--- src/rtl/pdo_pkg.sv ---
// Package for the power offer decoder: kinds, table size, divider length, sequencer states.
// No dependencies.
package pdo_pkg;

    localparam int MaxOffers = 8;
    localparam int SlotW = $clog2(MaxOffers);
    localparam int CntW = $clog2(MaxOffers + 1);
    // one quotient bit per step over the 30-bit dividend power*1000
    localparam int DivSteps = 30;

    typedef enum logic [2:0] {
        KIND_FIXED    = 3'd0,
        KIND_BATTERY  = 3'd1,
        KIND_VARIABLE = 3'd2,
        KIND_PROG     = 3'd3,
        KIND_ADJ      = 3'd4,
        KIND_NONE     = 3'd5
    } t_kind;

    typedef enum logic [2:0] {
        ST_IDLE,
        ST_RDWAIT,
        ST_DECODE,
        ST_DIV,
        ST_DONE,
        ST_OUT
    } t_state;

endpackage

--- src/rtl/power_offer_decode_and_match.sv ---
// Power offer decoder and voltage matcher, top level.
// Depends on pdo_pkg; holds the offer word table as a one-port synchronous RAM.
//
// Usage: one input item per request on i_valid/o_ready; one result item per
// request on o_valid/i_ready. A load (i_req_type 0) stores and decodes one
// offer word; a query (i_req_type 1) walks the loaded slots in order and
// returns the first valid offer containing i_query_voltage_mv (exact for
// fixed offers). i_cfg_we writes the extended-range threshold (mV).
// A battery or adjustable load, and a query whose matching offer is one,
// runs 30 steps of restoring division of power*1000 by the maximum voltage.
// A query visits the loaded slots in turn (RAM read, then decode and
// compare) until a match or the last loaded slot, then goes to the output;
// on an empty table it reads no slot.
// One item is in work at a time; the next is accepted from the cycle after
// the result handshake.
// Reset clears counts and flags and sets the threshold to 20000; the table
// needs no clearing since only slots below the load count are read. When the
// receiver stalls the result is held and no new item is accepted.
module power_offer_decode_and_match (
    input  logic        i_clk,
    input  logic        i_rst_n,
    input  logic        i_cfg_we,
    input  logic [15:0] i_cfg_data,
    input  logic        i_valid,
    output logic        o_ready,
    input  logic        i_req_type,
    input  logic        i_start_message,
    input  logic [31:0] i_pdo_word,
    input  logic [15:0] i_query_voltage_mv,
    output logic        o_valid,
    input  logic        i_ready,
    output logic        o_hit,
    output logic [2:0]  o_offer_kind,
    output logic [3:0]  o_slot_index,
    output logic [15:0] o_vmin_mv,
    output logic [15:0] o_vmax_mv,
    output logic [15:0] o_supply_ma,
    output logic [19:0] o_power_mw,
    output logic        o_is_extended,
    output logic        o_programmable_seen,
    output logic        o_adjustable_seen,
    output logic        o_extended_seen,
    output logic [4:0]  o_valid_count
);

    logic [31:0] r_mem [pdo_pkg::MaxOffers];
    logic [31:0] r_rdata;
    logic        mem_we;
    logic [pdo_pkg::SlotW-1:0] mem_addr;

    pdo_pkg::t_state r_state, n_state;
    logic [15:0] r_thresh;
    logic [pdo_pkg::CntW-1:0] r_loaded;
    logic [4:0]  r_vcount;
    logic [2:0]  r_flags;
    logic        r_req;
    logic [15:0] r_qv;
    logic [31:0] r_word;
    logic [pdo_pkg::SlotW-1:0] r_slot;
    logic [4:0]  r_step;

    // decoded offer
    logic        d_valid, d_ext, d_needdiv;
    pdo_pkg::t_kind d_kind;
    logic [15:0] d_vmin, d_vmax, d_cur;
    logic [19:0] d_pwr;
    logic [31:0] dw;
    logic [25:0] prod;

    logic        r_hit, r_ext, r_ovalid;
    pdo_pkg::t_kind r_kind;
    logic [15:0] r_vmin, r_vmax, r_cur;
    logic [19:0] r_pwr;
    logic [3:0]  r_oslot;

    // restoring divider: power*1000 / vmax
    logic [29:0] r_quo;
    logic [15:0] r_rem;
    logic [16:0] trial;

    logic accept, full, match;

    assign accept = i_valid && o_ready;
    assign o_ready = (r_state == pdo_pkg::ST_IDLE) && !r_ovalid;
    assign full = (r_loaded == pdo_pkg::CntW'(pdo_pkg::MaxOffers));

    assign dw = (r_state == pdo_pkg::ST_DECODE && r_req) ? r_rdata : r_word;

    always_comb begin
        d_valid = 1'b1;
        d_kind = pdo_pkg::KIND_NONE;
        d_vmin = '0;
        d_vmax = '0;
        d_cur = '0;
        d_pwr = '0;
        d_ext = 1'b0;
        d_needdiv = 1'b0;
        prod = '0;
        case (dw[31:30])
            2'd0: begin
                d_kind = pdo_pkg::KIND_FIXED;
                d_vmin = 16'(dw[19:10] * 6'd50);
                d_vmax = d_vmin;
                d_cur = 16'(dw[9:0] * 4'd10);
                // 50 mV * 10 mA / 1000 is exactly half of the raw product
                prod = 26'(dw[19:10] * dw[9:0]);
                d_pwr = 20'(prod >> 1);
            end
            2'd1, 2'd2: begin
                d_kind = (dw[31:30] == 2'd1) ? pdo_pkg::KIND_BATTERY
                                              : pdo_pkg::KIND_VARIABLE;
                d_vmax = 16'(dw[29:20] * 6'd50);
                d_vmin = 16'(dw[19:10] * 6'd50);
                if (dw[31:30] == 2'd1) begin
                    d_pwr = 20'(dw[9:0] * 8'd250);
                    d_needdiv = 1'b1;
                end else begin
                    d_cur = 16'(dw[9:0] * 4'd10);
                    prod = 26'(dw[29:20] * dw[9:0]);
                    d_pwr = 20'(prod >> 1);
                end
            end
            default: begin
                if (dw[29:28] == 2'd0) begin
                    d_kind = pdo_pkg::KIND_PROG;
                    d_vmax = 16'(dw[24:17] * 7'd100);
                    d_vmin = 16'(dw[15:8] * 7'd100);
                    d_cur = 16'(dw[6:0] * 6'd50);
                    // 100 mV * 50 mA / 1000 is five times the raw product
                    prod = 26'(dw[24:17] * dw[6:0]);
                    d_pwr = 20'(prod * 3'd5);
                end else if (dw[29:28] == 2'd1) begin
                    d_kind = pdo_pkg::KIND_ADJ;
                    d_vmax = 16'(dw[25:17] * 7'd100);
                    d_vmin = 16'(dw[15:8] * 7'd100);
                    d_pwr = 20'(dw[7:0] * 10'd1000);
                    d_needdiv = 1'b1;
                end else begin
                    d_valid = 1'b0;
                end
            end
        endcase
        if (dw == '0) begin
            d_valid = 1'b0;
        end
        if (d_kind == pdo_pkg::KIND_ADJ) begin
            d_ext = 1'b1;
        end else if (d_kind != pdo_pkg::KIND_PROG) begin
            d_ext = d_vmax > r_thresh;
        end
        if (!d_valid) begin
            d_kind = pdo_pkg::KIND_NONE;
            d_vmin = '0;
            d_vmax = '0;
            d_cur = '0;
            d_pwr = '0;
            d_ext = 1'b0;
            d_needdiv = 1'b0;
        end
    end

    assign match = d_valid && ((d_kind == pdo_pkg::KIND_FIXED) ? (r_qv == d_vmin)
                   : (r_qv >= d_vmin && r_qv <= d_vmax));

    assign trial = {r_rem, r_quo[29]} - {1'b0, r_vmax};

    assign mem_we = (r_state == pdo_pkg::ST_DECODE) && !r_req;
    assign mem_addr = r_slot;

    always_ff @(posedge i_clk) begin
        if (mem_we) begin
            r_mem[mem_addr] <= r_word;
        end
        r_rdata <= r_mem[mem_addr];
    end

    always_comb begin
        n_state = r_state;
        case (r_state)
            pdo_pkg::ST_IDLE:   if (accept) n_state = pdo_pkg::ST_RDWAIT;
            pdo_pkg::ST_RDWAIT: begin
                if (r_req && r_loaded == '0) n_state = pdo_pkg::ST_DONE;
                else if (!r_req && full) n_state = pdo_pkg::ST_DONE;
                else n_state = pdo_pkg::ST_DECODE;
            end
            pdo_pkg::ST_DECODE: begin
                if (!r_req || match) begin
                    n_state = d_needdiv ? pdo_pkg::ST_DIV : pdo_pkg::ST_DONE;
                end else if ({1'b0, r_slot} + 1'b1 >= r_loaded) begin
                    n_state = pdo_pkg::ST_DONE;
                end else begin
                    n_state = pdo_pkg::ST_RDWAIT;
                end
            end
            pdo_pkg::ST_DIV: begin
                if (r_step == 5'(pdo_pkg::DivSteps - 1)) n_state = pdo_pkg::ST_DONE;
            end
            pdo_pkg::ST_DONE: n_state = pdo_pkg::ST_OUT;
            pdo_pkg::ST_OUT:  n_state = pdo_pkg::ST_IDLE;
            default:          n_state = pdo_pkg::ST_IDLE;
        endcase
    end

    always_ff @(posedge i_clk) begin
        if (!i_rst_n) begin
            r_state <= pdo_pkg::ST_IDLE;
            r_thresh <= 16'd20000;
            r_loaded <= '0;
            r_vcount <= '0;
            r_flags <= '0;
            r_ovalid <= 1'b0;
        end else begin
            r_state <= n_state;
            if (i_cfg_we) r_thresh <= i_cfg_data;
            if (o_valid && i_ready) r_ovalid <= 1'b0;
            if (r_state == pdo_pkg::ST_OUT) r_ovalid <= 1'b1;
            if (accept && !i_req_type && i_start_message) begin
                r_loaded <= '0;
                r_vcount <= '0;
                r_flags <= '0;
            end
            if (r_state == pdo_pkg::ST_DECODE && !r_req) begin
                r_loaded <= r_loaded + 1'b1;
                if (d_valid) begin
                    r_vcount <= r_vcount + 1'b1;
                    r_flags <= r_flags | {d_ext, d_kind == pdo_pkg::KIND_ADJ,
                                          d_kind == pdo_pkg::KIND_PROG};
                end
            end
        end
    end

    always_ff @(posedge i_clk) begin
        case (r_state)
            pdo_pkg::ST_IDLE: if (accept) begin
                r_req <= i_req_type;
                r_qv <= i_query_voltage_mv;
                r_word <= i_pdo_word;
                r_slot <= (!i_req_type && !i_start_message)
                        ? r_loaded[pdo_pkg::SlotW-1:0] : '0;
                r_hit <= 1'b0;
                r_kind <= pdo_pkg::KIND_NONE;
                r_oslot <= '0;
                r_vmin <= '0;
                r_vmax <= '0;
                r_cur <= '0;
                r_pwr <= '0;
                r_ext <= 1'b0;
            end
            pdo_pkg::ST_DECODE: begin
                if (!r_req || match) begin
                    r_hit <= d_valid;
                    r_kind <= d_kind;
                    r_oslot <= 4'(r_slot);
                    r_vmin <= d_vmin;
                    r_vmax <= d_vmax;
                    r_cur <= d_cur;
                    r_pwr <= d_pwr;
                    r_ext <= d_ext;
                    r_quo <= 30'(d_pwr * 10'd1000);
                    r_rem <= '0;
                    r_step <= '0;
                end else begin
                    r_slot <= r_slot + 1'b1;
                end
            end
            pdo_pkg::ST_DIV: begin
                r_step <= r_step + 1'b1;
                if (!trial[16]) begin
                    r_rem <= trial[15:0];
                    r_quo <= {r_quo[28:0], 1'b1};
                end else begin
                    r_rem <= {r_rem[14:0], r_quo[29]};
                    r_quo <= {r_quo[28:0], 1'b0};
                end
            end
            pdo_pkg::ST_DONE: begin
                // all dividend bits have been shifted through; r_quo is the full quotient
                if (r_kind == pdo_pkg::KIND_BATTERY || r_kind == pdo_pkg::KIND_ADJ) begin
                    if (r_vmax == '0 || r_quo[29:16] != '0) r_cur <= 16'hFFFF;
                    else r_cur <= r_quo[15:0];
                end
            end
            default: ;
        endcase
    end

    assign o_valid = r_ovalid;
    assign o_hit = r_hit;
    assign o_offer_kind = r_kind;
    assign o_slot_index = r_oslot;
    assign o_vmin_mv = r_vmin;
    assign o_vmax_mv = r_vmax;
    assign o_supply_ma = r_cur;
    assign o_power_mw = r_pwr;
    assign o_is_extended = r_ext;
    assign o_programmable_seen = r_flags[0];
    assign o_adjustable_seen = r_flags[1];
    assign o_extended_seen = r_flags[2];
    assign o_valid_count = r_vcount;

    a_count_bound: assert property (@(posedge i_clk) disable iff (!i_rst_n)
        r_vcount <= 5'(r_loaded))
        else $error("valid count above loaded slots");
    a_no_accept_busy: assert property (@(posedge i_clk) disable iff (!i_rst_n)
        r_ovalid |-> !o_ready)
        else $error("input taken while result pending");
    a_miss_fields: assert property (@(posedge i_clk) disable iff (!i_rst_n)
        (o_valid && !o_hit) |-> (o_power_mw == '0 && o_supply_ma == '0))
        else $error("miss carries offer data");

endmodule
--- config.mk ---
export PLATFORM = sky130hd
export DESIGN_NAME = power_offer_decode_and_match
export DESIGN_NICKNAME = d
export VERILOG_FILES = /design/src/rtl/pdo_pkg.sv /design/src/rtl/power_offer_decode_and_match.sv
export SDC_FILE = /design/constraint.sdc
export NUM_CORES = 2
export LEC_CHECK = 0
export BUFFER_PORTS_ARGS = -buffer_cell sky130_fd_sc_hd__clkbuf_2
export CAP_MARGIN = 30
export CORE_MARGIN = 2
export CORE_UTILIZATION = 30
export CTS_BUF_LIST = sky130_fd_sc_hd__clkbuf_8 sky130_fd_sc_hd__clkbuf_16
export CTS_CLUSTER_SIZE = 8
export DETAILED_ROUTE_END_ITERATION = 6
export PLACE_DENSITY = 0.41
export REMOVE_ABC_BUFFERS = 1
export SYNTH_ARGS = -nofsm -noshare
export SYNTH_HDL_FRONTEND = slang
export SYNTH_SLANG_ARGS = --single-unit
--- constraint.sdc ---
create_clock -name i_clk -period 16.4 [get_ports i_clk]
set_input_delay 3.28 -clock i_clk [delete_from_list [all_inputs] [get_ports i_clk]]
set_output_delay 3.28 -clock i_clk [all_outputs]
set_load 0.03 [all_outputs]
==> results.md <==
* Synth warn at 0
* Avg Cell Area, Syn at 10.8 um^2
* Top FF cell, synth: edfxtp_1
* PortBufs at 153
* Hpwl dp at 95700 um
* Pin count of the biggest net entering global routing at 52
* Internal reg-to-reg setup slack at 3.35 ns
* Post-synthesis async set-or-reset flop share at 0
* Buf/Inv on CP at 10
* Synth area leaders: edfxtp_1 (33%), ha_1 (17%), fa_1 (13%), inv_1 (4.4%), dfxtp_1 (3.3%)
* Fin util at 0.344
* DR pass1 iterations at 5
* Final setup vio count at 0
* Unrepaired setup endpoints after global routing: false
* Global-route wire length before repair at 192000 um
* Area grow syn2layout at 13.4%
* Delay-heaviest family, CP: adder cells
* DRC Markers at 0
* CP Class: register to register
* Worst-skew pair later-pin latency at 0.68 ns
* Critical path fanouts, max at 19
* CTS Root Buffer Type: clkbuf_16
* Hold Path Origin: o_valid_count[4]$_SDFF_PN0_
* Fmax at 76.6 MHz
* PostCTS Resize Cnt at 0
* Hold buffers post-CTS at 0
* Sequential cell area at 0.0143 mm^2
* Final worst-path cycle share at 0.796
* Commonest cells in the netlist: ha_1 (525), inv_1 (462), edfxtp_1 (432)
* Clock skew at 0.0461 ns
* Status: complete, no violations
* Worst slew pin tran at 1.00 ns
* DR WL/cell at 22.8 um
* Tmin final at 13.05 ns
* Die area at 0.134 mm^2
* GPL Wtd Cong at 0.855
* Synth area leader: edfxtp_1
* Vias in the first global route at 29000
* CTS tree: done
* Layout cell share with drive strength beyond 1 at 0.100
* Worst min path class: register to register
* Global route overflow at 0
* Area of the multi-input gates at 0.0230 mm^2
* DRT antenna net count at 0
* Slowest CP cell: clkinv_1
* Post-CTS setup repair buffer count at 0
* Startpoint types: register
* Synth unique cells at 98
* Clock sinks at 496
* Final Hold Fails at 0
* GRT Total Usage at 0.191
* EDFF count, synth at 432
* Share of the synthesized area in the top cell type at 0.329
* Worst hold path depth at 1
* Initial antenna violation count at 1
* Height of the chip at 366 um
* Die W at 366 um
* Mapped Area at 0.0394 mm^2
* Via density at 4.92
* Vias at 27700
* Total CTS buffers at 74
* Max_cap viols at 0
* Fillers at 13300
* Critical Path End Type: register
* Sequential area share after synthesis at 0.362
* Clock slew at reported path FFs at 0.05 ns
* Core ar. at 0.130 mm^2
* Worst Path Required at 16.79 ns
* Hold WS at 0.466 ns
* R2R cell count at 46
* Initial Util at 0.303
* Most instantiated library cell after synthesis: ha_1
* Hold endpoint: o_valid_count[4]$_SDFF_PN0_
* Antenna cells at 0
* WL final at 128000 um
* Initial drt markers at 1908
* Yosys reg bits at 496
* Reg-to-reg critical path startpoint: r_state[1]$_SDFFE_PN0P_
* Slew Limit Headroom at 0.328
* Setup TNS at 0 ns
* Critical Path Max Stage Delay at 0.84 ns
* WP data arrival at 13.45 ns
* R2r endpoint: r_quo[28]$_DFFE_PP_
* Final Max Slew Viols at 0
* Mapped Cells at 3660
* Net count reported at finish at 4696
* Buffer depth of the longest clock path at 3
* Io pins at 158
* Num rows at 132
* Htree depth at 3
-- stage by stage --
stage / cell area [um^2] / worst slack [ns] / std cells
finish: 44600 / 3.35 / 5634
global route: 44600 / 2.56 / 5634
CTS: 44600 / 3.31 / 5634
detailed placement: 42400 / 3.36 / 5502
global placement: 42400 / 3.46 / 5501
floorplan: 38900 / 3.98 / 3551
-- worst register-to-register path: cells and delay by family (launching register included) --
kind	cells	cell delay [ns]
xor+xnor	2	0.39
compound gates	12	2.89
mux	1	0.34
simple gates	9	2.15
fa+ha+maj	12	4.93
buf+inv	10	1.81
flops	1	0.30
-- placed cells by master (no fill, tap or decap), types with 31 or more instances in the layout --
master / instances
ha_1: 524
inv_1: 506
edfxtp_1: 432
nor2_1: 270
fa_1: 264
nand2_1: 262
a21oi_1: 154
clkbuf_2: 153
a22oi_1: 149
xnor2_1: 104
o21ai_0: 99
clkbuf_16: 74
dfxtp_1: 64
a21o_1: 60
xor2_1: 56
buf_4: 55
nand4_1: 53
nor3_1: 40
mux2i_1: 36
nor2b_1: 34
nand3_1: 33
nand2b_1: 31
-- final cells by class --
class                   count  area share
repair buffers            209      0.0265
flip-flops and latches    496       0.319
clock inverters            56     0.00886
well taps                1742      0.0488
inverters                 471      0.0396
multi-input cells        2584       0.515
clock buffers              76      0.0421
-- flip-flops by register name, summed over array words and instances, names as in the netlist, 4 cells and up --
signal	count
r_qv	16
r_rem	16
r_quo	30
r_word	32
o_supply_ma	16
r_mem	256
o_valid_count	5
r_loaded	4
r_rdata	32
o_vmax_mv	15
r_step	5
o_vmin_mv	15
o_power_mw	19
r_thresh	16
-- layer usage --
metal	GRT usage	vias up	share of wire
met3	0.0252	126	0.039
met5	0	-	0.00010
met4	0.0518	2	0.022
li1	-	13300	-
met1	0.269	13800	0.48
met2	0.308	552	0.46
-- worst max-delay path by stage --
| stage | start | endpoint | slack [ns] | cells past startpoint |
|---|---|---|---|---|
| after floorplan | r_state[1]$_SDFFE_PN0P_ | r_quo[28]$_DFFE_PP_ | 3.98 | 46 |
| after global placement | r_state[1]$_SDFFE_PN0P_ | r_quo[28]$_DFFE_PP_ | 3.46 | 43 |
| after detailed placement | r_state[1]$_SDFFE_PN0P_ | r_quo[28]$_DFFE_PP_ | 3.36 | 43 |
| after CTS | r_state[1]$_SDFFE_PN0P_ | r_quo[28]$_DFFE_PP_ | 3.31 | 46 |
| after global routing | r_state[1]$_SDFFE_PN0P_ | r_quo[25]$_DFFE_PP_ | 2.56 | 44 |
| final | r_state[1]$_SDFFE_PN0P_ | r_quo[28]$_DFFE_PP_ | 3.35 | 46 |
-- kinds of logic after synthesis --
group / after synthesis / share of synthesized area
and+or+nand+nor: 865 / 0.103
muxes: 72 / 0.0206
DFF: 496 / 0.362
buffers and inverters: 583 / 0.0573
AOI/OAI and AO/OA: 693 / 0.119
other: 1 / 0.0000952
adders and majority gates: 789 / 0.301
xor gates and xnor gates: 161 / 0.0363
Power is left out: the tool's default activity adds up to more than one toggle a clock period on the data nets, which glitch-free logic cannot reach.
